[config.mk]
export PLATFORM = sky130hd
export DESIGN_NAME = vpt_color
export DESIGN_NICKNAME = d
export VERILOG_FILES = /design/src/rtl/vpt_pkg.sv /design/src/rtl/vpt_color.sv
export SDC_FILE = /design/constraint.sdc
export NUM_CORES = 1
export LEC_CHECK = 0
export BUFFER_PORTS_ARGS = -buffer_cell sky130_fd_sc_hd__buf_2
export CORE_ASPECT_RATIO = 1.4
export CORE_UTILIZATION = 55
export CTS_CLUSTER_SIZE = 24
export DETAILED_ROUTE_END_ITERATION = 10
export GPL_TIMING_DRIVEN = 0
export PLACE_DENSITY = 0.78
export SLEW_MARGIN = 20
export SYNTH_ARGS = -nofsm -noshare
export SYNTH_HDL_FRONTEND = slang
export SYNTH_SLANG_ARGS = --single-unit
[constraint.sdc]
create_clock -name clk -period 10.85 [get_ports clk]
set_input_delay 0.5425 -clock clk [delete_from_list [all_inputs] [get_ports clk]]
set_output_delay 0.5425 -clock clk [all_outputs]
set_load 0.01 [all_outputs]
[src/rtl/vpt_pkg.sv]
// shared types and constants for the vertex pose transform and color pack core
// no dependencies
`timescale 1ns / 1ps

package vpt_pkg;

  // register map, index = paddr[5:3]
  typedef enum logic [2:0] {
    REG_POS_X     = 3'd0,
    REG_POS_Y     = 3'd1,
    REG_POS_Z     = 3'd2,
    REG_SCALES    = 3'd3,
    REG_QUAT      = 3'd4,
    REG_DEF_COLOR = 3'd5,
    REG_USE_VC    = 3'd6
  } cfg_reg_t;

  localparam int ADDR_W  = 6;
  localparam int DATA_W  = 64;
  localparam int SCL_W   = 48;   // Q16.16 times Q8.8
  localparam int MAT_W   = 36;   // Q.28 rotation matrix entry
  localparam int ACC_W   = 88;   // Q.52 exact sum
  localparam int LZ_W    = 7;

  // depth of the color and sideband delay line, matched to the transform pipeline
  localparam int PIPE_DEPTH = 7;

  localparam logic [47:0] SCALES_RST  = 48'h0100_0101_0100;
  localparam logic [63:0] QUAT_RST    = 64'h4000_0000_0000_0000;
  localparam logic [63:0] DEFCOL_RST  = 64'h4000_4000_4000_4000;

endpackage

[src/rtl/vpt_color.sv]
// color quantization and sideband delay line matching the transform latency
// depends on vpt_pkg
`timescale 1ns / 1ps

module vpt_color import vpt_pkg::*; (
  input  logic        clk,
  input  logic        rst,
  input  logic        in_vld,
  input  logic        use_vc,
  input  logic [63:0] def_color,
  input  logic [15:0] red,
  input  logic [15:0] green,
  input  logic [15:0] blue,
  input  logic [15:0] alpha,
  input  logic        last_in,
  output logic        out_vld,
  output logic [31:0] rgba,
  output logic        last_out
);

  // clamp Q1.14 to [0,1], byte = (c*255 + 8192) >> 14
  function automatic logic [7:0] chan_byte(input logic [15:0] raw);
    logic [14:0] c;
    logic [22:0] p;
    if (raw[15]) begin
      c = '0;
    end else if (raw > 16'd16384) begin
      c = 15'd16384;
    end else begin
      c = raw[14:0];
    end
    p = 23'({c, 8'd0}) - 23'(c) + 23'd8192;
    return p[21:14];
  endfunction

  logic        vld_line  [PIPE_DEPTH];
  logic [31:0] rgba_line [PIPE_DEPTH];
  logic        last_line [PIPE_DEPTH];
  logic [31:0] rgba_new;

  always_comb begin
    if (use_vc) begin
      rgba_new = {chan_byte(alpha), chan_byte(blue), chan_byte(green), chan_byte(red)};
    end else begin
      rgba_new = {chan_byte(def_color[63:48]), chan_byte(def_color[47:32]),
                  chan_byte(def_color[31:16]), chan_byte(def_color[15:0])};
    end
  end

  always_ff @(posedge clk) begin
    if (rst) begin
      for (int i = 0; i < PIPE_DEPTH; i++) vld_line[i] <= 1'b0;
    end else begin
      vld_line[0] <= in_vld;
      for (int i = 1; i < PIPE_DEPTH; i++) vld_line[i] <= vld_line[i-1];
    end
  end

  always_ff @(posedge clk) begin
    rgba_line[0] <= rgba_new;
    last_line[0] <= last_in;
    for (int i = 1; i < PIPE_DEPTH; i++) begin
      rgba_line[i] <= rgba_line[i-1];
      last_line[i] <= last_line[i-1];
    end
  end

  assign out_vld  = vld_line[PIPE_DEPTH-1];
  assign rgba     = rgba_line[PIPE_DEPTH-1];
  assign last_out = last_line[PIPE_DEPTH-1];

endmodule
# Yosys cells after proc, flatten, opt, wreduce, memory -nomap -nowiden
# Memory sizes are Yosys's and may differ from the RTL's.
# Cells that the tools add are included.
[word_totals]
reg_bits = 0
ramBits = 238
input_bits = 133
out_inout_bits = 34
elab_cells = 69
memories = 3
[classes]
addsub = 16
order_cmp = 8
muxes = 35
bitwise_logic = 7
[memory_table]
columns = ["name", "words", "width", "read_ports", "rd_ports_with_merged_regs", "write_ports", "line_no", "text"]
rows = [
  ["rgba_line", 7, 32, 7, 0, 7, "vpt_color.sv:37", "logic [31:0] rgba_line [PIPE_DEPTH];"],
  ["last_line", 7, 1, 7, 0, 7, "vpt_color.sv:38", "logic last_line [PIPE_DEPTH];"],
  ["vld_line", 7, 1, 7, 0, 7, "vpt_color.sv:36", "logic vld_line [PIPE_DEPTH];"],
]
[ops]
columns = ["op", "n"]
rows = [
  ["15-bit 2-to-1 mux", 24],
  ["22-bit by 14-bit adder with 22-bit output, second input constant", 8],
  ["22-bit by 15-bit subtractor with 22-bit output", 8],
  ["16-bit by 15-bit > comparator with 1-bit output, second input constant", 8],
  ["32-bit 2-to-1 mux", 1],
  ["1-bit 2-to-1 mux", 10],
  ["1-bit OR", 7],
]

# Depth between registers and ports, before layout
# Gate-level depths: netlist (run 1).
[depth]
ltp_word = 7
mapped_depth = 16
mapped_depth_nobuf = 16

# Least setup slack after synthesis (run 1)
# OpenSTA, ideal clock, no wires.
[synth_timing]
kind = "input -> register"
startpoint = "input port def_color[56]"
endpoint = "memory rgba_line[0][30]"
setup_time_ns = 0.133
arrival_time_ns = 3.898
required_time_ns = 10.717
setup_slack_ns = 6.819
cell_stages = 15
n_path_buf = 1
path_cell_list = "or4_1 -> or4_1 -> a21oi_2 -> buf_2 -> nand2_1 -> ha_1 -> ha_1 -> a21o_1 -> a211o_1 -> o211ai_2 -> a31oi_4 -> a311oi_1 -> o21bai_1 -> xnor2_1 -> mux2i_1"
[synth_lines]
columns = ["element", "line_no", "text"]
rows = [
  ["from (decl)", "vpt_color.sv:10", "input logic [63:0] def_color,"],
  ["to (decl)", "vpt_color.sv:37", ""],
]

==> summary by stage, run 1 <==
GRT
The number of global-route vias before repair was 7031. The met2 track demand over resource is 37.6%. Entering global routing, the biggest net connects 18 pins.

For this run, global-route usage on met1 was measured as 19.9%. For this run the aggregate overflow at the end of global routing stands at 0. The global-route wire length before repair is 29.2 mm.

After global routing, the most crowded layer is met2. The initial antenna violation count came to 3. The met3 track demand over resource is 2.86%. The global-route usage over all layers is 19.0%.

Synth
The share of the synthesized area in the top cell type is 46.7%. The cell taking the most area after synthesis is dfxtp_1. Summing the areas of all xor and xnor instances in the mapped netlist gives 5.49% of the synthesized area. Counting flops with a built-in enable in the synthesized netlist gives 0.

The combined area of all synthesized cells is 10200 um2. The number of warnings reported in the yosys synthesis log is 0. The mux share of post-synthesis cell area is 0.993%.

The synthesized net count is 1271. For this run, asynchronously set or reset flops after synthesis account for 0%. The fraction of the yosys area taken by sequential cells is 46.7%. The share of synthesized cell area in full adder, half adder and majority cells is 18.6%. Counting every instance in the synthesized netlist gives 986.

For this run, the leading register cell type out of synthesis is dfxtp_1. In this run, distinct cell masters in the synthesized netlist total 61. In this run, synthesis produced a sequential element count of 238. The synthesized netlist devotes 15.1% of its cell area to simple gates. The post-synthesis compound-gate area fraction is 10.3%.

After synthesis, the cell types taking the most area are dfxtp_1, ha_1, and2_1. The average cell area after synthesis is 10.3 um2. The dominant combinational cell family by area after synthesis is adder cells.

Drt
Using the TritonRoute via totals, the vias-per-cell ratio works out to 5.02. The routed wire length per instance is 12.4 um. Summed over all layers, the routed wires come to 17.6 mm.

The first routing iteration left 254 violations. For this run, the detailed router's first-pass iteration total came to 4. The DRC violations left is 0.

In this run the remaining antenna-violating nets after routing total 0. The routed layout has 7162 vias.

Setup path
STA classifies the critical path endpoint as a flip-flop. STA puts the critical path data required time at 11.19 ns. The biggest fanout along the worst timing path is 10. The endpoint arrival time on the critical path is 4.34 ns. The worst setup path is launched from an input port.

The critical path is of the in2reg type.

Final layout
The final non-filler cell total is 1427. The ratio of cells with drive above 1 in the final layout is 19.5%. The most common cell after layout, fill and taps aside is dfxtp_1. In the layout the commonest cells are dfxtp_1, buf_2, ha_1, nand2_1, inv_1. The number of nets at the end of the flow is 1458.

From synthesis to final layout, the design area changed by 17.5%.

Place
Detailed placement ended at an HPWL of 14.2 mm. The post-place setup slack is 6.32 ns. The number of placed instances, taps included is 1391.

The number of buffers inserted by port buffering is 165. The routability congestion estimate from global placement is 0.841.

Floorplanning
The floorplan core area is 18100 um2. Pin placement for this block handled 167 I/O pins. From bottom edge to top edge, the die measures 163 um. The starting density of the core is 56.5%. The floorplan has 58 rows. The horizontal die dimension is 117 um. The area of the die is 19100 um2.

Timing
After layout, the worst setup slack is 6.85 ns. The worst slew margin relative to its limit is 51.9%. Of the available clock period, the critical path in the final layout requires 36.8%.

At the pin with the least slew margin, the transition time is 0.722 ns. The worst path needs 4.00 ns of the cycle, external delays included. The number of failing hold endpoints at the final stage was 0. Static timing analysis puts the maximum clock frequency at 250 MHz. The accumulated negative setup slack is 0 ns. Setup violations remaining at the end of the flow were counted as 0. The max-slew violation count came to 0. The worst-case clock skew is 0.00568 ns. Setup repair after global routing left no endpoint under its margin.

Clock tree
Once the clock tree was built, the resizer swapped 0 gates to a different size. Clock tree synthesis inserted a total of 20 buffers. The tree is rooted in a clkbuf_16. The tree built by TritonCTS fans out to 238 sinks. TritonCTS built the clock tree. Clock latency on the worst-skew pair, taken at its later pin, is 0.48 ns. In this run the number of H-tree levels came out at 1. The number of hold buffers added after CTS is 0. The number of setup buffers added after CTS is 0. The clock passes through at most 3 buffers. The clock slew seen by the registers of the worst setup and hold paths is 0.07 ns.

Pwr
VDD sags by at most 0.101 mV. The part of the total power dissipated in the clock network is 32.1%. The proportion of total power due to net switching is 23.9%. The static leakage is 5.83 nW. The net switching power is 0.515 mW. The power density over the cells is 180 nW/um2. Per report_power, the combinational group accounts for 15.7% of the total. The part of the power in registers is 52.2%. The internal power of the cells totals 1.64 mW.

Run status
The flow ran to the end, and the final reports show no timing, DRC or antenna violations.

Hold path
The min-delay analysis places its worst path in the category in2reg.

Flow run
The number of maximum-capacitance violations is 0.
==> state kept, by name (all words and copies together), names as in the netlist <==
register and flops:
vld_line 7, rgba_line 224, last_line 7
==> synthesized netlist by cell type (2+ instances only) <==
| library cell | count |
|---|---|
| nor4_1 | 12 |
| o21ai_1 | 7 |
| o21bai_1 | 5 |
| a21oi_1 | 59 |
| or3_1 | 5 |
| xor2_1 | 32 |
| nand3b_1 | 3 |
| nor3_1 | 17 |
| a2111o_1 | 2 |
| or4_4 | 2 |
| o21a_1 | 9 |
| xnor2_1 | 32 |
| mux2i_1 | 9 |
| a21o_1 | 14 |
| nor2_2 | 2 |
| nand3_1 | 16 |
| or4_1 | 7 |
| nor2_1 | 42 |
| inv_1 | 63 |
| nor4_2 | 4 |
| ha_1 | 152 |
| a31oi_1 | 4 |
| and2_1 | 57 |
| dfxtp_1 | 238 |
| a211oi_1 | 3 |
| o31ai_1 | 4 |
| clkbuf_1 | 6 |
| nor2b_1 | 10 |
| a31o_2 | 4 |
| a211oi_2 | 2 |
| o21ai_0 | 15 |
| nand2b_1 | 10 |
| a21oi_2 | 2 |
| and3_1 | 6 |
| or2_2 | 3 |
| nand2_1 | 90 |
| a211o_1 | 6 |
| a2111oi_0 | 2 |
| a31oi_4 | 3 |
| nand4_1 | 6 |
==> final timing paths <==
path,endpoint,slack [ns],start,depth (start not counted)
min reg2reg,rgba_line[3][0],0.32,rgba_line[2][0],0
max,rgba_line[0][30],6.85,def_color[56],16
max reg2reg,vld_line[3],10.32,vld_line[2],1
min,last_line[0],0.17,last_in,1
==> power groups by stage <==
| stage | combinational (mW) | sequential, mW | clock (mW) |
|---|---|---|---|
| finish | 0.338 | 1.12 | 0.691 |
| detailed placement | 0.339 | 1.15 | 0 |
| global placement | 0.332 | 1.14 | 0 |
| CTS | 0.342 | 1.13 | 0.710 |
| floorplan | 0.217 | 1.15 | 0 |
| global route | 0.384 | 1.15 | 0.745 |
==> per-stage QoR <==
stage	hold slack, ns	util [%]	power [mW]	cell area, um2
after floorplan	0.310	-	1.36	10200
after global placement	0.310	62.7	1.47	11300
after detailed placement	0.312	62.7	1.49	11300
after CTS	0.162	66.3	2.18	12000
after global routing	0.159	66.3	2.28	12000
final	0.174	66.3	2.15	12000
==> final cells by class <==
class / instances / area, um2
fill: 1423 / 6080
multi-input combinational: 675 / 5150
sequential: 238 / 4760
timing repair buffer: 165 / 826
clock buffer: 24 / 526
tap: 240 / 300
inverter: 63 / 236
clock inverter: 11 / 130
buffer: 10 / 50.0
antenna: 1 / 2.50
==> per-layer routing <==
layer  vias up  part of all wire, %
li1       3792                    -
met1      3210                   42
met2       132                   53
met3        26                  3.6
met4         2                  1.7
met5         -                0.057
==> kinds of logic after synthesis <==
| family | Yosys count |
|---|---|
| AO/OA/AOI/OAI | 153 |
| XOR/XNOR | 64 |
| adder cells (fa/ha/maj) | 152 |
| buffers and inverters | 73 |
| flip-flops | 238 |
| multiplexers | 10 |
| AND/OR/NAND/NOR | 296 |
==> critical path: stages <==
cell and delay, ns:
buf_2 0.11, or4_1 0.50, or4_1 0.42, a21oi_2 0.23
buf_2 0.24, nand2_1 0.13, ha_1 0.32, ha_1 0.31
a21o_1 0.19, a211o_1 0.30, o211ai_2 0.12, a31oi_4 0.15
a311oi_1 0.43, o21bai_1 0.12, xnor2_1 0.14, mux2i_1 0.08
No activity file was read; power rests on OpenSTA's default activity.
==> inputs of run 2 (changes only) <==
- ABC_AREA: not set -> 1
- PLACE_DENSITY: 0.78 -> 0.76
- clock period: 10.85 -> 3.99 ns (I/O delays scaled with it)
==> run 2 against run 1 <==
- sequential cell count is the same
- total power grew to 2.9 times the previous value
- sequential power grew to 2.6 times the previous value
- sequential share of layout area shrank 7.7 points
- worst hold slack lost 0.065 ns
- critical path depth grew 2
- final area grew 24%
- clock skew grew 0.00054 ns
- synthesized cell count grew 81%
- critical endpoint is now rgba_line[0][29]
==> summary by stage, run 2 <==
Floorplanning
The number of primary I/O pins is 167 (unchanged). The chip height came to 183 um (+12%). The area of the die is 24100 um2 (+26%). The site row count came to 65 (+12%). The starting density of the core was 56.6% (+0.18 points). The floorplan core area was 22800 um2 (+26%).

The horizontal die dimension is 131 um (+12%).

Pwr
The net switching power is 1.77 mW (+240%). The portion of total power attributed to combinational logic was 20.3% (+4.6 points). The design internal power is 4.37 mW (+170%). The static leakage is 8.14 nW (+40%).

The proportion of total power due to net switching is 28.8% (+4.9 points). The power density over the cells came to 413 nW/um2 (+130%). The part of the total power dissipated in the clock network is 32.2% (about the same). The part of the power in registers is 47.5% (-4.7 points). The peak ir drop on the vdd network is 0.398 mV (+300%).

Synth
The synthesized net count was 2070 (+63%). The combined area of all synthesized cells is 12900 um2 (+26%). The most used flip-flop cell after synthesis is dfxtp_1. The largest total area in the synthesized netlist belongs to dfxtp_1. The register bit count reported by yosys came to 238 (unchanged). The number of distinct library cell variants in the gate-level netlist after synthesis is 42 (-31%). The proportion of register bits with asynchronous set or reset after synthesis is 0% (unchanged). The most frequently used cell type in the post-synthesis netlist is nand2_1. The average cell area after synthesis is 7.23 um2 (-30%). The number of warnings reported in the yosys synthesis log is 0 (unchanged). After synthesis, the cell types taking the most area are dfxtp_1, ha_1, nand2_1. Ranked by instance count, the synthesized netlist is headed by nand2_1, inv_1, dfxtp_1.

The number of instances in the synthesized netlist is 1785 (+81%). The number of synthesized flops with an enable pin is 0 (unchanged). The share of the synthesized area in the top cell type is 36.9% (-9.8 points). The fraction of the yosys area taken by sequential cells is 36.9% (-9.8 points).

Timing
The actual slew at the worst max-slew pin came to 0.892 ns (+0.170 ns). The number of setup violations in the final report was 0 (unchanged). The worst hold slack is 0.110 ns (-0.0646 ns).

The maximum clock rate is 357 MHz. The shortest clock period the worst path allows after layout is 2.80 ns. The worst-case clock skew is 0.00623 ns (+0.000543 ns). The post-route fraction of the period consumed by the critical path is 70.3%. The worst slew margin relative to its limit is 39.8% (-12 points). The number of failing hold endpoints at the final stage was 0 (unchanged). Setup repair after global routing left no endpoint under its margin. The max-slew violation count is 0 (unchanged). The accumulated negative setup slack came to 0 ns (unchanged).

Final layout
The library cell used most frequently in the layout, excluding fill and tap cells, is nand2_1. Leaving out fill and tap cells, the most frequent cells in the layout are nand2_1, inv_1, dfxtp_1, nor2_1, buf_2. The layout-stage area growth over the synthesis result is 15.2%. In the final layout, the registers with the most flip-flops are rgba_line x224, last_line x7, vld_line x7. The register with the most flip-flops in the final layout is rgba_line. The number of flip-flops under the largest register name came to 224 (unchanged). The number of nets at the end of the flow was 2263 (+55%).

The ratio of cells with drive above 1 in the final layout was 12.3% (-7.2 points).

Setup path
STA classifies the critical path startpoint as an input port. The category of the most critical setup path is in2reg. The biggest fanout along the worst timing path came to 10 (unchanged). The sort of element at the end of the critical path is a flip-flop.

The endpoint arrival time on the critical path came to 3.22 ns (-1.12 ns). The required arrival time at the worst endpoint is 4.41 ns (-6.78 ns).

Clock tree
The number of H-tree branching levels is 1 (unchanged). The total clock sinks is 238 (unchanged). The number of buffers on the longest clock path is 3 (unchanged). CTS placed an instance of clkbuf_16 at the clock tree root. The number of gates resized after CTS was 0 (unchanged).

The clock tree from TritonCTS is yes. The clock slew seen by the registers of the worst setup and hold paths is 0.06 ns (about the same). The total CTS buffers is 22 (+10%). The worst-skew pair later-pin latency is 0.52 ns (+0.04 ns).

Place
The number of buffers inserted by port buffering is 165 (unchanged). The routability congestion estimate from global placement came to 0.975 (+16%). The final HPWL from detailed placement was 23.5 mm (+65%).

Drt
The total routed wirelength is 29.1 mm (+65%). After detailed routing, no signal wire sits above met5. The number of optimization iterations in the first detailed-route pass is 5 (+1). The initial DRC count came to 493 (+94%). The routed wire length per instance is 12.6 um (+2.3%).

The detailed-route vias per instance was 5.07 (+1.1%). The routed length on met1 is 12.0 mm (+63%). The amount of wire on met2 after detailed routing came to 14.7 mm (+57%).

The via count came to 11700 (+63%). The count of nets left with antenna violations after detail routing is 0 (unchanged). The sum of met3 wire segment lengths after detailed routing is 1.46 mm (+130%). The DRC violations left is 0 (unchanged).

Flow run
The number of maximum-capacitance violations is 0 (unchanged).

Hold path
The tightest min-delay check is of the in2reg type.

Run status
The flow ran to the end, and the final reports show no timing, DRC or antenna violations.

GRT
The global-route usage over all layers is 24.3% (+5.3 points). The initial antenna violation count was 12 (+9). The maximum number of pins on one net before global-route repair came to 18 (unchanged). The number of global-route vias before repair is 11000 (+57%). The global-route wire length before repair is 48.4 mm (+66%). The total overflow reported by the global router was 0 (unchanged).
==> run 2: cell count changes after synthesis, sizes merged, moves of 32 or more <==
cell   previous run  this run
nand2            90       435
xnor2            32         0
xor2             32         0
and2             58         3
inv              63       273
nor2             44       237
nand3            16       142
==> run 2: final timing paths <==
| kind | cells past startpoint | endpoint | startpoint | slack [ns] |
|---|---|---|---|---|
| worst max-delay path | 18 | rgba_line[0][29] | alpha[15] | 1.19 |
| worst min-delay path | 5 | rgba_line[0][15] | green[13] | 0.11 |
| worst max register to register | 2 | vld_line[5] | vld_line[4] | 3.49 |
| worst min register to register | 0 | last_line[1] | last_line[0] | 0.32 |
==> run 2: cell families (layout without fill, tap and decap cells) <==
logic type	after synthesis	count (layout)	share of synthesized area [%]
AOI/OAI and AO/OA	214	214	10.3
adders and majority gates	152	152	14.7
and+or+nand+nor	895	895	29.5
DFF	238	238	36.9
buffers and inverters	286	494	8.60
other	0	8	0
==> run 2: cell type report <==
cell class,instances,area (um2)
flip-flops and latches,238,4760
multi-input cells,1261,7020
fillers,2027,7910
inverters,273,1020
diodes,8,20.0
clock buffers,28,593
well taps,301,377
repair buffers,169,866
clock inverters,11,104
plain buffers,13,85.1
==> run 2: power by group through the flow <==
stage | Sequential (mW) | Clock, mW | Combinational [mW]
3_5_place_dp | 2.97 | 0 | 1.23
6_report | 2.92 | 1.98 | 1.24
2_1_floorplan | 2.97 | 0 | 0.821
3_3_place_gp | 2.96 | 0 | 1.20
4_1_cts | 2.93 | 2.04 | 1.24
5_1_grt | 2.96 | 2.13 | 1.42
==> run 2: through the flow <==
stage / instances / setup WS, ns / util (%) / area, um2 / power [mW]
after floorplan: 1785 / 1.42 / - / 12900 / 3.79
after global placement: 2251 / 0.874 / 61.9 / 14100 / 4.16
after detailed placement: 2251 / 0.790 / 61.9 / 14100 / 4.20
after CTS: 2294 / 1.34 / 65.2 / 14800 / 6.20
after global routing: 2300 / 0.928 / 65.2 / 14900 / 6.52
final: 2302 / 1.19 / 65.2 / 14900 / 6.14
==> run 2: timing repair <==
item,in CTS,in global routing
hold buffers,4,0
endpoints found under the hold margin,8,0
endpoints found under the setup margin,0,0
buffers inserted,0,0
==> run 2: critical path: stages <==
cell and delay (ns):
buf_2 0.10, nor2_1 0.16, nand2_1 0.09, nor2_2 0.09, nand2_2 0.07, nand2_4 0.11
buf_6 0.15, nand2_1 0.13, ha_1 0.33, ha_1 0.36, nand2_1 0.13, inv_1 0.09
a21boi_0 0.48, o21ai_0 0.27, a21oi_1 0.23, nand3_1 0.09, nand3_1 0.08, nand2_1 0.05
==> run 2: layer usage <==
layer	GRT usage [%]	vias to the layer above
met2	45.9	243
met1	26.3	5165
met3	4.45	71
met5	0	-
li1	-	6196
met4	10.0	6
