--- src/rtl/vpt_pkg.sv ---
// shared types and constants for the vertex pose transform and color pack core
// no dependencies
`timescale 1ns / 1ps

package vpt_pkg;

  // register map, index = paddr[5:3]
  typedef enum logic [2:0] {
    REG_POS_X     = 3'd0,
    REG_POS_Y     = 3'd1,
    REG_POS_Z     = 3'd2,
    REG_SCALES    = 3'd3,
    REG_QUAT      = 3'd4,
    REG_DEF_COLOR = 3'd5,
    REG_USE_VC    = 3'd6
  } cfg_reg_t;

  localparam int ADDR_W  = 6;
  localparam int DATA_W  = 64;
  localparam int SCL_W   = 48;   // Q16.16 times Q8.8
  localparam int MAT_W   = 36;   // Q.28 rotation matrix entry
  localparam int ACC_W   = 88;   // Q.52 exact sum
  localparam int LZ_W    = 7;

  // depth of the color and sideband delay line, matched to the transform pipeline
  localparam int PIPE_DEPTH = 7;

  localparam logic [47:0] SCALES_RST  = 48'h0100_0101_0100;
  localparam logic [63:0] QUAT_RST    = 64'h4000_0000_0000_0000;
  localparam logic [63:0] DEFCOL_RST  = 64'h4000_4000_4000_4000;

endpackage

--- src/rtl/vpt_fconv.sv ---
// fixed Q.52 to IEEE-754 single, round to nearest even, three register stages
// depends on vpt_pkg
`timescale 1ns / 1ps

module vpt_fconv import vpt_pkg::*; (
  input  logic                    clk,
  input  logic signed [ACC_W-1:0] fixed_val,
  output logic [31:0]             float_bits
);

  // two-level leading zero count: byte search then bit search
  function automatic logic [LZ_W-1:0] lzc(input logic [ACC_W-1:0] v);
    logic [LZ_W-1:0] n;
    logic [LZ_W-1:0] bl;
    logic            found;
    logic            hit;
    logic [7:0]      b;
    n = '0;
    bl = '0;
    found = 1'b0;
    hit = 1'b0;
    b = '0;
    for (int c = ACC_W / 8 - 1; c >= 0; c--) begin
      if (!found && v[c*8 +: 8] != 8'd0) begin
        found = 1'b1;
        b = v[c*8 +: 8];
        n = LZ_W'((ACC_W / 8 - 1 - c) * 8);
      end
    end
    for (int i = 7; i >= 0; i--) begin
      if (!hit && b[i]) begin
        hit = 1'b1;
      end else if (!hit) begin
        bl = bl + 1'b1;
      end
    end
    return n + bl;
  endfunction

  // stage a: sign and magnitude
  logic             a_sign;
  logic [ACC_W-1:0] a_mag;
  // stage b: leading zeros
  logic             b_sign;
  logic             b_zero;
  logic [ACC_W-1:0] b_mag;
  logic [LZ_W-1:0]  b_lz;

  logic [ACC_W-1:0] norm;
  logic [23:0]      mant;
  logic             rnd_bit;
  logic             sticky;
  logic [24:0]      mant_rnd;
  logic [7:0]       expo;

  always_ff @(posedge clk) begin
    a_sign <= fixed_val[ACC_W-1];
    a_mag  <= fixed_val[ACC_W-1] ? ACC_W'(-fixed_val) : ACC_W'(fixed_val);
  end

  always_ff @(posedge clk) begin
    b_sign <= a_sign;
    b_zero <= (a_mag == '0);
    b_mag  <= a_mag;
    b_lz   <= lzc(a_mag);
  end

  always_comb begin
    norm     = b_mag << b_lz;
    mant     = norm[ACC_W-1 -: 24];
    rnd_bit  = norm[ACC_W-25];
    sticky   = |norm[ACC_W-26:0];
    mant_rnd = {1'b0, mant} + 25'(rnd_bit && (sticky || mant[0]));
    // msb at bit 87-lz, value scale 2^-52, bias 127
    expo     = 8'(8'd162 - 8'(b_lz)) + 8'(mant_rnd[24]);
  end

  always_ff @(posedge clk) begin
    if (b_zero) begin
      float_bits <= 32'd0;
    end else begin
      float_bits <= {b_sign, expo, mant_rnd[24] ? 23'd0 : mant_rnd[22:0]};
    end
  end

endmodule

--- config.mk ---
export PLATFORM = sky130hd
export DESIGN_NAME = vpt_fconv
export DESIGN_NICKNAME = d
export VERILOG_FILES = /design/src/rtl/vpt_pkg.sv /design/src/rtl/vpt_fconv.sv
export SDC_FILE = /design/constraint.sdc
export NUM_CORES = 1
export LEC_CHECK = 0
export BUFFER_PORTS_ARGS = -buffer_cell sky130_fd_sc_hd__buf_2
export CORE_MARGIN = 5
export CORE_UTILIZATION = 55
export DETAILED_ROUTE_END_ITERATION = 10
export HOLD_SLACK_MARGIN = 0.03
export PLACE_DENSITY_LB_ADDON = 0.2
export RECOVER_POWER = 50
export SLEW_MARGIN = 20
export SYNTH_ARGS = -nofsm -noshare
export SYNTH_HDL_FRONTEND = slang
export SYNTH_SLANG_ARGS = --single-unit
--- constraint.sdc ---
create_clock -name clk -period 14.1 [get_ports clk]
set_input_delay 2.115 -clock clk [delete_from_list [all_inputs] [get_ports clk]]
set_output_delay 2.115 -clock clk [all_outputs]
set_load 0.02 [all_outputs]
After elaboration in Yosys (flattened, before gate mapping)
Index checks and enable logic that the tools add are counted.
{ "totals": {"word_cells": 126, "latchBits": 0, "mem_bits_ro": 0, "ram_bits": 0, "memories": 0, "input_bits": 89, "regBits": 218} }
{ "classes": {"div_mod_pow": 0, "n_mul": 0, "add_sub_neg": 12, "shift": 1, "muxes": 54, "bitwise": 0, "n_eq_ne": 0, "n_reduce_logical": 50, "magnitude_cmp": 0} }
{ "op_table": {"columns": ["op", "n"], "rows": [
  ["$mux 7", 23],
  ["$logic_not 88->1", 1],
  ["$mux 8", 11],
  ["$neg 88->88", 1],
  ["$reduce_bool 8->1", 11],
  ["$shl 88x7->88", 1],
  ["$mux 87", 1],
  ["$reduce_or 63->1", 1],
  ["$add 7x1->7 const B", 7],
  ["$add 24x1->25", 1],
  ["$logic_and 1x1->1", 18],
  ["$mux 1", 18],
  ["$logic_not 1->1", 17],
  ["$add 8x1->8", 1],
  ["$sub 8x7->8 const A", 1],
  ["$add 7x7->7", 1],
  ["$mux 4", 1],
  ["$reduce_or 2->1", 1],
  ["$logic_or 1x1->1", 1]
]} }

Depth between registers and ports, before layout
Gate-level depths: netlist of the first run.
{ "logic_depth": {"word_depth": 55, "ltp_mapped": 26, "ltp_nobuf": 25} }

Worst setup path before layout of the first run
OpenSTA, ideal clock, no wires.
{ "synth_timing": {"path_kind": "register to register", "start": "register a_mag[68]", "end": "register b_lz[6]", "slack_ps": 7929, "required_time_ps": 14028, "synth_period_minus_slack_ps": 6171, "path_stages_with_launch": 25, "arrival_ps": 6100, "setup_time_ps": 72, "path_buffers": 1, "cell_sequence": "dfxtp_1 -> or4_1 -> or4_1 -> or3_1 -> clkbuf_1 -> or3_1 -> a32oi_2 -> ha_1 -> o31a_1 -> ha_1 -> inv_1 -> o21ai_0 -> ha_1 -> a21oi_1 -> o21ai_0 -> ha_1 -> mux2_2 -> ha_1 -> nor2b_1 -> nand2_1 -> a211oi_1 -> ha_1 -> a21o_1 -> a21oi_1 -> xor2_1"} }
{ "synth_via": {"elab_chain_cells": 50, "elab_cells_between_ends": 88, "classes_between": "add/sub: 8; mux: 48; reduce/logical: 32"} }
{ "synth_lines": {"columns": ["element", "line_no", "source"], "rows": [
  ["start: declaration", "vpt_fconv.sv:42", "logic [ACC_W-1:0] a_mag;"],
  ["start signal: assignment", "vpt_fconv.sv:58", "a_mag <= fixed_val[ACC_W-1] ? ACC_W'(-fixed_val) : ACC_W'(fixed_val);"],
  ["$reduce_bool 8->1", "vpt_fconv.sv:24", "if (!found && v[c*8 +: 8] != 8'd0) begin"],
  ["$logic_and 1x1->1", "vpt_fconv.sv:24", null],
  ["$mux 1", "vpt_fconv.sv:24", null],
  ["$logic_not 1->1", "vpt_fconv.sv:24", null],
  ["$logic_and 1x1->1", "vpt_fconv.sv:24", null],
  ["$mux 1", "vpt_fconv.sv:24", null],
  ["$logic_not 1->1", "vpt_fconv.sv:24", null],
  ["$logic_and 1x1->1", "vpt_fconv.sv:24", null],
  ["[34 not listed]", null, null],
  ["$mux 7 / $mux 1 (equally long branches)", "vpt_fconv.sv:31", "if (!hit && b[i]) begin"],
  ["$add 7x1->7 / $logic_not 1->1 (equally long branches)", null, null],
  ["$mux 7 / $logic_and 1x1->1 (equally long branches)", "vpt_fconv.sv:33, vpt_fconv.sv:31", null],
  ["$mux 7 / $mux 1 (equally long branches)", "vpt_fconv.sv:31", null],
  ["$add 7x1->7 / $logic_not 1->1 (equally long branches)", null, null],
  ["$mux 7 / $logic_and 1x1->1 (equally long branches)", "vpt_fconv.sv:33, vpt_fconv.sv:31", null],
  ["$mux 7", "vpt_fconv.sv:31", null],
  ["$add 7x7->7 *", "vpt_fconv.sv:37", "return n + bl;"],
  ["end signal: assignment", "vpt_fconv.sv:65", "b_lz <= lzc(a_mag);"],
  ["end: declaration", "vpt_fconv.sv:47", "logic [LZ_W-1:0] b_lz;"]
]} }
Mark *: on every way between the ends. The rest lies on a longest branch, timed or not.
A chain may end at the register's enable or synchronous reset.

Worst setup path after layout of the first run
{ "layout_timing": {"start": "register a_mag[48]", "end": "register b_lz[6]"} }
{ "layout_via": {"elab_chain_cells": 44, "elab_cells_between_ends": 78, "classes_between": "add/sub: 8; mux: 42; reduce/logical: 28"} }
{ "layout_lines": {"columns": ["element", "line_no"], "rows": [
  ["$reduce_bool 8->1", "vpt_fconv.sv:24"],
  ["$logic_and 1x1->1", "vpt_fconv.sv:24"],
  ["$mux 1", "vpt_fconv.sv:24"],
  ["$logic_not 1->1", "vpt_fconv.sv:24"],
  ["$logic_and 1x1->1", "vpt_fconv.sv:24"],
  ["$mux 1", "vpt_fconv.sv:24"],
  ["$logic_not 1->1", "vpt_fconv.sv:24"],
  ["$logic_and 1x1->1", "vpt_fconv.sv:24"],
  ["[28 not listed]", null],
  ["$mux 7 / $mux 1 (equally long branches)", "vpt_fconv.sv:31"],
  ["$add 7x1->7 / $logic_not 1->1 (equally long branches)", null],
  ["$mux 7 / $logic_and 1x1->1 (equally long branches)", "vpt_fconv.sv:33, vpt_fconv.sv:31"],
  ["$mux 7 / $mux 1 (equally long branches)", "vpt_fconv.sv:31"],
  ["$add 7x1->7 / $logic_not 1->1 (equally long branches)", null],
  ["$mux 7 / $logic_and 1x1->1 (equally long branches)", "vpt_fconv.sv:33, vpt_fconv.sv:31"],
  ["$mux 7", "vpt_fconv.sv:31"],
  ["$add 7x7->7 *", "vpt_fconv.sv:37"]
]} }
Marks and branches as above.

==> results of run 1 <==
-- through the flow --
step,util [%],hold WS (ns),power [W],instances,setup WS (ns)
final,60.0,0.331,0.00230,2119,7.08
after global routing,60.0,0.347,0.00239,2119,6.61
after CTS,60.1,0.336,0.00228,2119,7.18
after detailed placement,57.3,0.322,0.00165,2080,7.23
after global placement,57.3,0.317,0.00164,2080,7.44
after floorplan,-,0.310,0.00140,1663,7.93
-- report_power, final --
part	total, W	leakage (nW)	internal, W	switching, W
sequential	0.000792	1.84	0.000701	0.0000909
clock	0.000635	0.393	0.000394	0.000241
combinational	0.000871	4.00	0.000359	0.000512
total	0.00230	6.23	0.00145	0.000843
-- synth_stat cells, types with 16 or more instances --
library cell  number  share of area [%]
xnor2_1          102                5.6
and2_1            31                1.2
o21ai_0           61                1.9
nand3_1           25               0.78
or3_1             29                1.1
o211ai_1          16               0.75
nor4_1            38                1.5
mux2_2            46                3.2
mux4_1            19                3.1
buf_2             21               0.66
a21oi_1           59                1.8
nor3_1            43                1.3
o31ai_1           25                1.2
nand4_1           16               0.63
clkbuf_1          36               0.85
nor2_1            97                2.3
o22ai_1           36                1.4
inv_1             18               0.42
a211oi_1          22                1.0
or4_1             34                1.6
nand2_1          137                3.2
mux4_2            75                 11
dfxtp_1          218                 27
mux2i_1          112                7.0
-- metal layers --
metal / part of all wire [%] / GRT usage [%]
met3: 7.8 / 4.20
met4: 6.6 / 17.0
met1: 41 / 43.0
met5: 0 / 0
met2: 44 / 49.3
-- cells in the final DEF, fill, tap and decap left out, types with 14 or more instances in the layout --
cell type	synthesis	routed
mux4_1	19	19
clkbuf_16	0	24
a22oi_1	15	15
buf_2	21	96
o22ai_1	36	36
o21ai_0	61	61
nand2_1	137	137
nand3_1	25	25
a211oi_1	22	22
o41ai_1	14	14
o211ai_1	16	16
nand4_1	16	16
a22o_1	14	14
or2_2	15	15
xnor2_1	102	102
nor3_1	43	43
inv_1	18	18
mux2_2	46	46
nand2b_1	15	15
dfxtp_1	218	214
or4_1	34	34
o31ai_1	25	25
clkbuf_1	36	28
nor2_1	97	97
and2_1	31	31
mux4_2	75	75
nor2b_1	15	15
nor4_1	38	38
buf_4	13	17
or3_1	29	29
a21oi_1	59	59
mux2i_1	112	112
-- cells by family after synthesis --
group | count (synthesis)
flops | 218
simple gates | 544
compound gates | 389
mux | 255
buf+inv | 127
other cells | 1
fa+ha+maj | 13
xor+xnor | 116
-- cell type report --
| type | count | area [um^2] |
|---|---|---|
| Inverter | 22 | 82.6 |
| Sequential cell | 218 | 4380 |
| Fill cell | 2505 | 11500 |
| Multi-Input combinational cell | 1318 | 10800 |
| Clock inverter | 10 | 163 |
| Tap cell | 384 | 480 |
| Timing Repair Buffer | 138 | 702 |
| Clock buffer | 29 | 639 |
-- worst max-delay path, delay by kind of cell, from the launching register on --
kind / cells / cell delay (ns)
compound gates: 8 / 1.93
mux: 1 / 0.16
xor+xnor: 1 / 0.16
flops: 1 / 0.34
simple gates: 6 / 2.61
fa+ha+maj: 6 / 1.68
buf+inv: 1 / 0.05
-- flip-flops by register name, indices dropped and copies added, names as in the netlist --
signal and count:
a_sign 1, b_lz 7, b_sign 1, float_bits 32, b_zero 1, a_mag 88, b_mag 88
-- path summary, 6_finish.rpt --
| path | start | to | depth (start not counted) |
|---|---|---|---|
| hold reg to reg | a_sign$_DFF_P_ | b_sign$_DFF_P_ | 0 |
| setup / recovery | a_mag[48]$_DFF_P_ | b_lz[6]$_DFF_P_ | 23 |
| setup reg to reg | a_mag[48]$_DFF_P_ | b_lz[6]$_DFF_P_ | 23 |
| hold / removal | a_sign$_DFF_P_ | b_sign$_DFF_P_ | 0 |
==> run_results.csv, run 1 <==
group,metric,value,unit
synthesis,synth_area,0.0160,mm^2
clock_network,cts.clk_slew.worst_paths,0.06,ns
cells_and_area,fin_nets,1822,
outcome,status,"finished, violations left",
synthesis,synth_fa_ha_area_share,1.06,%
synthesis,netlist_instances,1663,
synthesis,synth_compound_area_share,17.5,%
synthesis,synth_warnings,0,
synthesis,ys.flop_type,"dfxtp_1",
worst_setup_path,crit_path_max_incr_delay,0.74,ns
worst_setup_path,cp.arrival,7.45,ns
synthesis,syn_area_per_cell,9.61,um^2
global_routing,grt_max_degree,90,
floorplan,core,0.0287,mm^2
synthesis,synth.mux.area_fraction,24.2,%
place,dp_hpwl,42500,um
place,placed_area,0.0164,mm^2
clock_network,postCtsSetupRepairBufs,0,
cells_and_area,drive_gt1_share,18.4,%
synthesis,synth_simple_gate_area_share,18.1,%
clock_network,cts_max_level,1,
floorplan,die_h,180,um
floorplan,start_util,55.7,%
clock_network,numCtsBuffers,22,
timing,slew_headroom,-117,%
detailed_routing,wl_per_cell,25.5,um
place,portBuffers,120,
global_routing,grt_pass1_vias,13733,
detailed_routing,num_vias,14528,
timing,max_freq,142,MHz
hold_path,hp-class,"flop to flop",
cells_and_area,area_growth,7.68,%
worst_setup_path,r2r_slack,7.08,ns
timing,skew,0.0100,ns
detailed_routing,antenna_left,0,
global_routing,grt_pass1_wl,82300,um
timing,hold_viol,0,
power,leakage,6.23,nW
detailed_routing,viasPerCell,6.86,
clock_network,cts_tree,"yes",
synthesis,synth-edff-count,0,
clock_network,hold_buffers,0,
global_routing,grt_overflow,0,
synthesis,synth_nets,1765,
floorplan,fp.dieArea,0.0326,mm^2
timing,totalNegativeSetupSlack,0,ns
timing,period_needed,7.02,ns
detailed_routing,wl,54000,um
synthesis,synth.distinct_cells,107,
synthesis,synth_top_family_by_area,"multiplexers",
timing,worst_pin_slew,3.26,ns
clock_network,cts_resized,0,
timing,rsz0062_at_grt,"false",
place,gp_congestion,1.03,
synthesis,yosysSeqAreaShare,27.3,%
worst_setup_path,cp_slowest_cell,"nor4_1",
global_routing,antenna_found_initial,0,
outcome,violations,"max-capacitance violations, max-slew violations",
detailed_routing,drt_iter0_drc,1729,
timing,period_share,49.8,%
synthesis,synthXorXnorAreaFrac,6.44,%
job,maxCapViolations,1,
floorplan,ios,121,
cells_and_area,antenna_cells,0,
synthesis,async_flop_share,0,%
clock_network,clock_path_buffers,3,
floorplan,rows,62,
timing,setup_viol,0,
power,power.density,134,mW/mm^2
worst_setup_path,cp-start-kind,"flop",
clock_network,cts_root_buffer,"clkbuf_16",
global_routing,grt_usage,31.7,%
clock_network,cts_sinks,218,
worst_setup_path,cp.required,14.53,ns
worst_setup_path,end_kind,"flop",
power,ir_drop,0.0000643,V
worst_setup_path,path_cells,"nor4_1 -> nand4_1 -> or3_1 -> or3_1 -> a32oi_2 -> ha_1 -> o31a_1 -> ha_1 -> inv_1 -> o21ai_0 -> ha_1 -> a21oi_1 -> o21ai_0 -> ha_1 -> mux2_2 -> ha_1 -> nor2b_1 -> nand2_1 -> a211oi_1 -> ha_1 -> a21o_1 -> a21oi_1 -> xor2_1",
synthesis,ys_ff_latch,218,
worst_setup_path,crit_fanout,9,
floorplan,die_x,180,um
detailed_routing,drc,0,
worst_setup_path,cpMostUsedCell,"ha_1",
timing,final-max-slew-violation-count,90,
detailed_routing,firstDrtPassIters,6,
worst_setup_path,crit_type,"flop to flop",
clock_network,clk-insertion-delay-late,0.51,ns
cells_and_area,final_cell_area,0.0172,mm^2
(Power assumes the default switching activity.)
==> run 2: changes to the inputs <==
==> constraint.sdc (replaced) <==
create_clock -name clk -period 7 [get_ports clk]
set_input_delay 1.05 -clock clk [delete_from_list [all_inputs] [get_ports clk]]
set_output_delay 1.05 -clock clk [all_outputs]
set_load 0.02 [all_outputs]
==> run 2 against run 1 <==
Effect of this change: the flow still finishes with violations (max-capacitance violations, max-slew violations); setup slack worse by 6.7 ns; clock-buffer cell count down 3; routed wire length up 1.9%; via count up 0.83%; final cell count up 0.94%; global-route usage up 0.81 points; total power up 99%; fmax up 6.0%; register-to-register slack worse by 6.7 ns; critical path depth unchanged; sequential share of layout area down 0.18 points; largest cell class unchanged; largest power group unchanged.
==> run_results.csv, run 2 (synthesis results as in run 1) <==
group,metric,value,unit
worst_setup_path,path_buf_inv,1,
place,gp_congestion,1.08,
clock_network,cts_tree,"yes",
power,p_clk_share,26.7,%
clock_network,numCtsBuffers,23,
global_routing,grt_usage,32.5,%
place,dp_cells,2097,
power,switching_share,37.8,%
worst_setup_path,reg2reg_from,"a_mag[68]$_DFF_P_",
floorplan,die_h,180,um
hold_path,hp-class,"flop to flop",
timing,timing.hold.ws,0.348,ns
detailed_routing,drc,0,
timing,hold_viol,0,
detailed_routing,antenna_left,0,
place,preCtsSetupSlack,0.310,ns
timing,worst_pin_slew,3.26,ns
clock_network,clk-insertion-delay-late,0.51,ns
worst_setup_path,cp_slowest_cell,"or4_1",
cells_and_area,area_growth,8.43,%
power,power.density,264,mW/mm^2
timing,skew,0.0209,ns
outcome,violations,"max-capacitance violations, max-slew violations",
timing,setup_viol,0,
timing,slew_headroom,-117,%
global_routing,grt_pass1_vias,13910,
place,portBuffers,120,
clock_network,cts_sinks,218,
timing,max_freq,151,MHz
floorplan,fp.dieArea,0.0326,mm^2
global_routing,antenna_found_initial,1,
power,ir_drop,0.000144,V
power,p_int,0.00285,W
hold_path,holdPathEnd,"b_sign$_DFF_P_",
detailed_routing,num_vias,14648,
hold_path,min-delay-start,"a_sign$_DFF_P_",
worst_setup_path,rr_worst_depth,23,
global_routing,grt_pass1_wl,84300,um
worst_setup_path,r2r_slack,0.37,ns
global_routing,grt_max_degree,90,
cells_and_area,layout_common_cells,"dfxtp_1, nand2_1, mux2i_1",
worst_setup_path,crit_path_max_incr_delay,0.62,ns
detailed_routing,viasPerCell,6.85,
outcome,status,"finished, violations left",
cells_and_area,drive_gt1_share,19.4,%
detailed_routing,wl_per_cell,25.7,um
timing,period_needed,6.63,ns
clock_network,cts_max_level,1,
place,dp_hpwl,43400,um
floorplan,rows,62,
clock_network,clock_path_buffers,3,
power,switching_power,0.00173,W
timing,period_share,94.7,%
timing,totalNegativeSetupSlack,0,ns
detailed_routing,drt_iter0_drc,2045,
global_routing,grt_overflow,0,
timing,rsz0062_at_grt,"false",
worst_setup_path,crit_type,"flop to flop",
cells_and_area,fin_util,60.4,%
clock_network,postCtsSetupRepairBufs,0,
cells_and_area,fin_nets,1840,
power,seqPwrFrac,35.2,%
cells_and_area,reg_top3,"a_mag (88), b_mag (88), float_bits (32)",
worst_setup_path,cp-start-kind,"flop",
worst_setup_path,cpMostUsedCell,"ha_1",
clock_network,cts_root_buffer,"clkbuf_16",
timing,fin_ws,0.374,ns
worst_setup_path,cp.arrival,7.05,ns
clock_network,cts.clk_slew.worst_paths,0.06,ns
worst_setup_path,cp.required,7.43,ns
worst_setup_path,crit_family,"simple AND/OR/NAND/NOR gates",
cells_and_area,fin_cells,2139,
worst_setup_path,path_cells,"or4_1 -> or4_1 -> or3_1 -> or3_1 -> a32oi_2 -> ha_1 -> o31a_1 -> ha_1 -> inv_1 -> o21ai_0 -> ha_1 -> a21oi_1 -> o21ai_0 -> ha_1 -> mux2_2 -> ha_1 -> nor2b_1 -> o21ai_1 -> a211oi_4 -> ha_1 -> a21o_1 -> a21oi_1 -> xor2_1",
hold_path,hold_depth,0,
power,leakage,6.30,nW
worst_setup_path,crit_fanout,6,
worst_setup_path,end_kind,"flop",
floorplan,die_x,180,um
floorplan,core,0.0287,mm^2
worst_setup_path,path_depth,23,
job,maxCapViolations,1,
floorplan,start_util,55.7,%
cells_and_area,layout_commonest_cell,"dfxtp_1",
timing,final-max-slew-violation-count,90,
power,p_comb_share,38.2,%
floorplan,ios,121,
detailed_routing,wl,55000,um
detailed_routing,firstDrtPassIters,8,
worst_setup_path,worstReg2RegEnd,"b_lz[6]$_DFF_P_",
-- run 2: how the worst max path moves through the flow --
stage                                 start         endpoint  slack, ns
after floorplan           a_mag[68]$_DFF_P_  b_lz[6]$_DFF_P_       0.83
after global placement    a_mag[68]$_DFF_P_  b_lz[6]$_DFF_P_       0.51
after detailed placement  a_mag[68]$_DFF_P_  b_lz[6]$_DFF_P_       0.31
after CTS                 a_mag[68]$_DFF_P_  b_lz[6]$_DFF_P_       0.26
after global routing      a_mag[68]$_DFF_P_  b_lz[6]$_DFF_P_    0.00009
final                     a_mag[68]$_DFF_P_  b_lz[6]$_DFF_P_       0.37
-- run 2: repair_timing --
action / in CTS / in global routing
endpoints found under the setup margin: 0 / 1
hold buffers: 0 / 0
hold endpoints to repair: 0 / 0
resized for setup: 0 / 5
-- run 2: routing by layer --
metal	up-vias	GRT usage [%]	part of all wire, %	routed length, um
met2	876	50.4	44	24400
met3	178	5.17	8.8	4830
met4	0	17.8	6.4	3520
li1	6613	-	-	-
met1	6981	43.6	40	22300
met5	-	0	0	0
-- run 2: area by class of cell --
cell class                      instances  area, um^2
Multi-Input combinational cell       1318       10800
Tap cell                              384         480
Timing Repair Buffer                  155         827
Clock inverter                         15         164
Antenna cell                            1        2.50
Fill cell                            2525       11400
Clock buffer                           26         607
Inverter                               22        82.6
Sequential cell                       218        4380
-- run 2: worst register-to-register path, delay by kind of cell (launching register included) --
family                     cells  cell delay (ns)
and+or+nand+nor                5             2.16
AOI/OAI and AO/OA              9             1.80
adders and majority gates      6             1.70
DFF                            1             0.36
muxes                          1             0.27
xor gates and xnor gates       1             0.16
buffers and inverters          1             0.07
-- run 2: through the flow --
stage	instance area, um^2	power [W]
after floorplan	16000	0.00282
after global placement	16600	0.00332
after detailed placement	16600	0.00333
after CTS	17300	0.00455
after global routing	17300	0.00477
final	17300	0.00458
-- run 2: power groups by stage --
| stage | logic, W | clock network [W] | registers (W) |
|---|---|---|---|
| 3_5_place_dp | 0.00170 | 0 | 0.00163 |
| 2_1_floorplan | 0.00122 | 0 | 0.00160 |
| 3_3_place_gp | 0.00169 | 0 | 0.00162 |
| 4_1_cts | 0.00171 | 0.00124 | 0.00160 |
| 6_report | 0.00175 | 0.00122 | 0.00161 |
| 5_1_grt | 0.00184 | 0.00129 | 0.00164 |
==> run 3: changes to the inputs <==
--- a/config.mk
+++ b/config.mk
@@ -7,7 +7,7 @@
 export LEC_CHECK = 0
 export BUFFER_PORTS_ARGS = -buffer_cell sky130_fd_sc_hd__buf_2
 export CORE_MARGIN = 5
-export CORE_UTILIZATION = 55
+export CORE_UTILIZATION = 50
 export DETAILED_ROUTE_END_ITERATION = 10
 export HOLD_SLACK_MARGIN = 0.03
 export PLACE_DENSITY_LB_ADDON = 0.2
==> run 3 against run 2 <==
Effect of this change: the run still ends with max-capacitance violations, max-slew violations left; highest routed layer unchanged; sequential power barely moved; largest power group unchanged; critical path depth stayed put; via count grew 0.22%.
==> run_results.csv, run 3 (synthesis results as in run 1) <==
group,metric,value,unit
detailed_routing,viasPerCell,6.83,
detailed_routing,wl_per_cell,25.2,um
place,portBuffers,120,
timing,slew_headroom,-119,%
detailed_routing,drc,0,
cells_and_area,drive_gt1_share,19.5,%
place,gp_congestion,1.08,
global_routing,antenna_found_initial,0,
power,leakage,6.29,nW
timing,period_share,94.8,%
clock_network,clock_path_buffers,3,
power,seqPwrFrac,34.9,%
timing,totalNegativeSetupSlack,0,ns
timing,fin_ws,0.362,ns
place,dp_hpwl,42800,um
place,preCtsSetupSlack,0.233,ns
floorplan,ios,121,
clock_network,cts_sinks,218,
floorplan,fp.dieArea,0.0356,mm^2
global_routing,grt_usage,29.2,%
floorplan,rows,65,
floorplan,core,0.0316,mm^2
power,switching_share,37.4,%
timing,timing.hold.ws,0.328,ns
detailed_routing,antenna_left,0,
timing,max_freq,151,MHz
outcome,status,"finished, violations left",
detailed_routing,num_vias,14680,
clock_network,cts_tree,"yes",
worst_setup_path,cp-start-kind,"flop",
global_routing,grt_overflow,0,
worst_setup_path,end_kind,"flop",
cells_and_area,layout_common_cells,"dfxtp_1, nand2_1, mux2i_1",
job,maxCapViolations,1,
clock_network,cts_root_buffer,"clkbuf_16",
floorplan,die_h,189,um
detailed_routing,wl,54200,um
cells_and_area,reg_top3,"a_mag (88), b_mag (88), float_bits (32)",
outcome,violations,"max-capacitance violations, max-slew violations",
clock_network,cts.clk_slew.worst_paths,0.07,ns
timing,period_needed,6.64,ns
floorplan,die_x,189,um
timing,hold_viol,0,
global_routing,grt_max_degree,125,
timing,worst_pin_slew,3.29,ns
cells_and_area,fin_nets,1834,
clock_network,postCtsSetupRepairBufs,0,
power,switching_power,0.00171,W
detailed_routing,firstDrtPassIters,7,
global_routing,grt_pass1_wl,83100,um
clock_network,clk-insertion-delay-late,0.53,ns
cells_and_area,area_growth,8.68,%
timing,rsz0062_at_grt,"false",
global_routing,grt_pass1_vias,13889,
hold_path,hp-class,"flop to flop",
timing,skew,0.0245,ns
power,p_clk_share,26.6,%
power,p_int,0.00286,W
cells_and_area,layout_commonest_cell,"dfxtp_1",
power,power.density,263,mW/mm^2
detailed_routing,drt_iter0_drc,1970,
power,ir_drop,0.000170,V
clock_network,numCtsBuffers,22,
floorplan,start_util,50.7,%
cells_and_area,n_fill_cell,2890,
worst_setup_path,crit_fanout,6,
clock_network,cts_max_level,1,
timing,final-max-slew-violation-count,90,
worst_setup_path,crit_type,"flop to flop",
timing,setup_viol,0,
worst_setup_path,cp.arrival,7.09,ns
cells_and_area,antenna_cells,0,
worst_setup_path,cp.required,7.46,ns
power,p_comb_share,38.4,%
[run 3: cell count changes in the layout (fill, tap and decap cells not counted), moves of 2 or more]
cell | previous run | this run
buf_4 | 34 | 27
clkbuf_8 | 2 | 7
clkinv_2 | 4 | 1
nor4_1 | 37 | 34
nor4_2 | 1 | 4
buf_12 | 0 | 2
buf_2 | 94 | 96
clkbuf_1 | 28 | 26
inv_6 | 3 | 1
[run 3: cell type report]
type                       count  area, um^2  share of cell area, %
sequential                   218        4380                   25.2
timing repair buffer         150         817                   4.70
clock inverter                 9         103                  0.591
inverter                      22        82.6                  0.475
clock buffer                  31         676                   3.89
multi-input combinational   1318       10800                   62.2
tap                          402         503                   2.90
[run 3: worst paths after layout]
path                                   endpoint  cells past startpoint         startpoint  slack [ns]
worst max-delay path            b_lz[6]$_DFF_P_                     23  a_mag[68]$_DFF_P_        0.36
worst min-delay path             b_sign$_DFF_P_                      0     a_sign$_DFF_P_        0.33
worst max register to register  b_lz[6]$_DFF_P_                     23  a_mag[68]$_DFF_P_        0.36
worst min register to register   b_sign$_DFF_P_                      0     a_sign$_DFF_P_        0.33
[run 3: routing by layer]
| metal | vias to the layer above | GRT usage, % | wire length, um |
|---|---|---|---|
| met4 | 0 | 15.3 | 3500 |
| met3 | 176 | 4.22 | 4700 |
| met1 | 7012 | 39.7 | 22200 |
| li1 | 6607 | - | - |
| met2 | 885 | 45.4 | 23800 |
| met5 | - | 0 | 0 |
[run 3: repair_timing]
action	in CTS	in global routing
endpoints found under the setup margin	0	1
hold buffers	0	0
resized for setup	0	8
[run 3: power by group through the flow]
stage          logic [W]  clock network [W]  registers (W)
3_5_place_dp     0.00170                  0        0.00162
6_report         0.00176            0.00122        0.00160
2_1_floorplan    0.00122                  0        0.00160
3_3_place_gp     0.00171                  0        0.00161
4_1_cts          0.00171            0.00123        0.00159
5_1_grt          0.00185            0.00130        0.00162
[run 3: through the flow]
stage / util, % / instances / total power (W) / area (um^2)
6_report: 55.1 / 2150 / 0.00457 / 17400
5_1_grt: 55.1 / 2150 / 0.00477 / 17400
4_1_cts: 55.0 / 2150 / 0.00453 / 17400
3_5_place_dp: 52.5 / 2110 / 0.00332 / 16600
3_3_place_gp: 52.5 / 2110 / 0.00331 / 16600
2_1_floorplan: - / 1663 / 0.00282 / 16000
[run 3: critical path, cell delays in order, from the launching register on]
cell,delay (ns)
dfxtp_1,0.37
or4_1,0.63
or4_1,0.61
or3_1,0.40
or3_1,0.44
a32oi_4,0.29
ha_1,0.28
o31a_1,0.32
ha_1,0.33
inv_1,0.08
o21ai_0,0.09
ha_1,0.28
a21oi_1,0.05
o21ai_0,0.38
ha_1,0.34
mux2_2,0.28
ha_1,0.19
nor2b_1,0.15
o21ai_1,0.16
a211oi_2,0.11
ha_1,0.29
a21o_1,0.18
a21oi_1,0.18
xor2_1,0.16
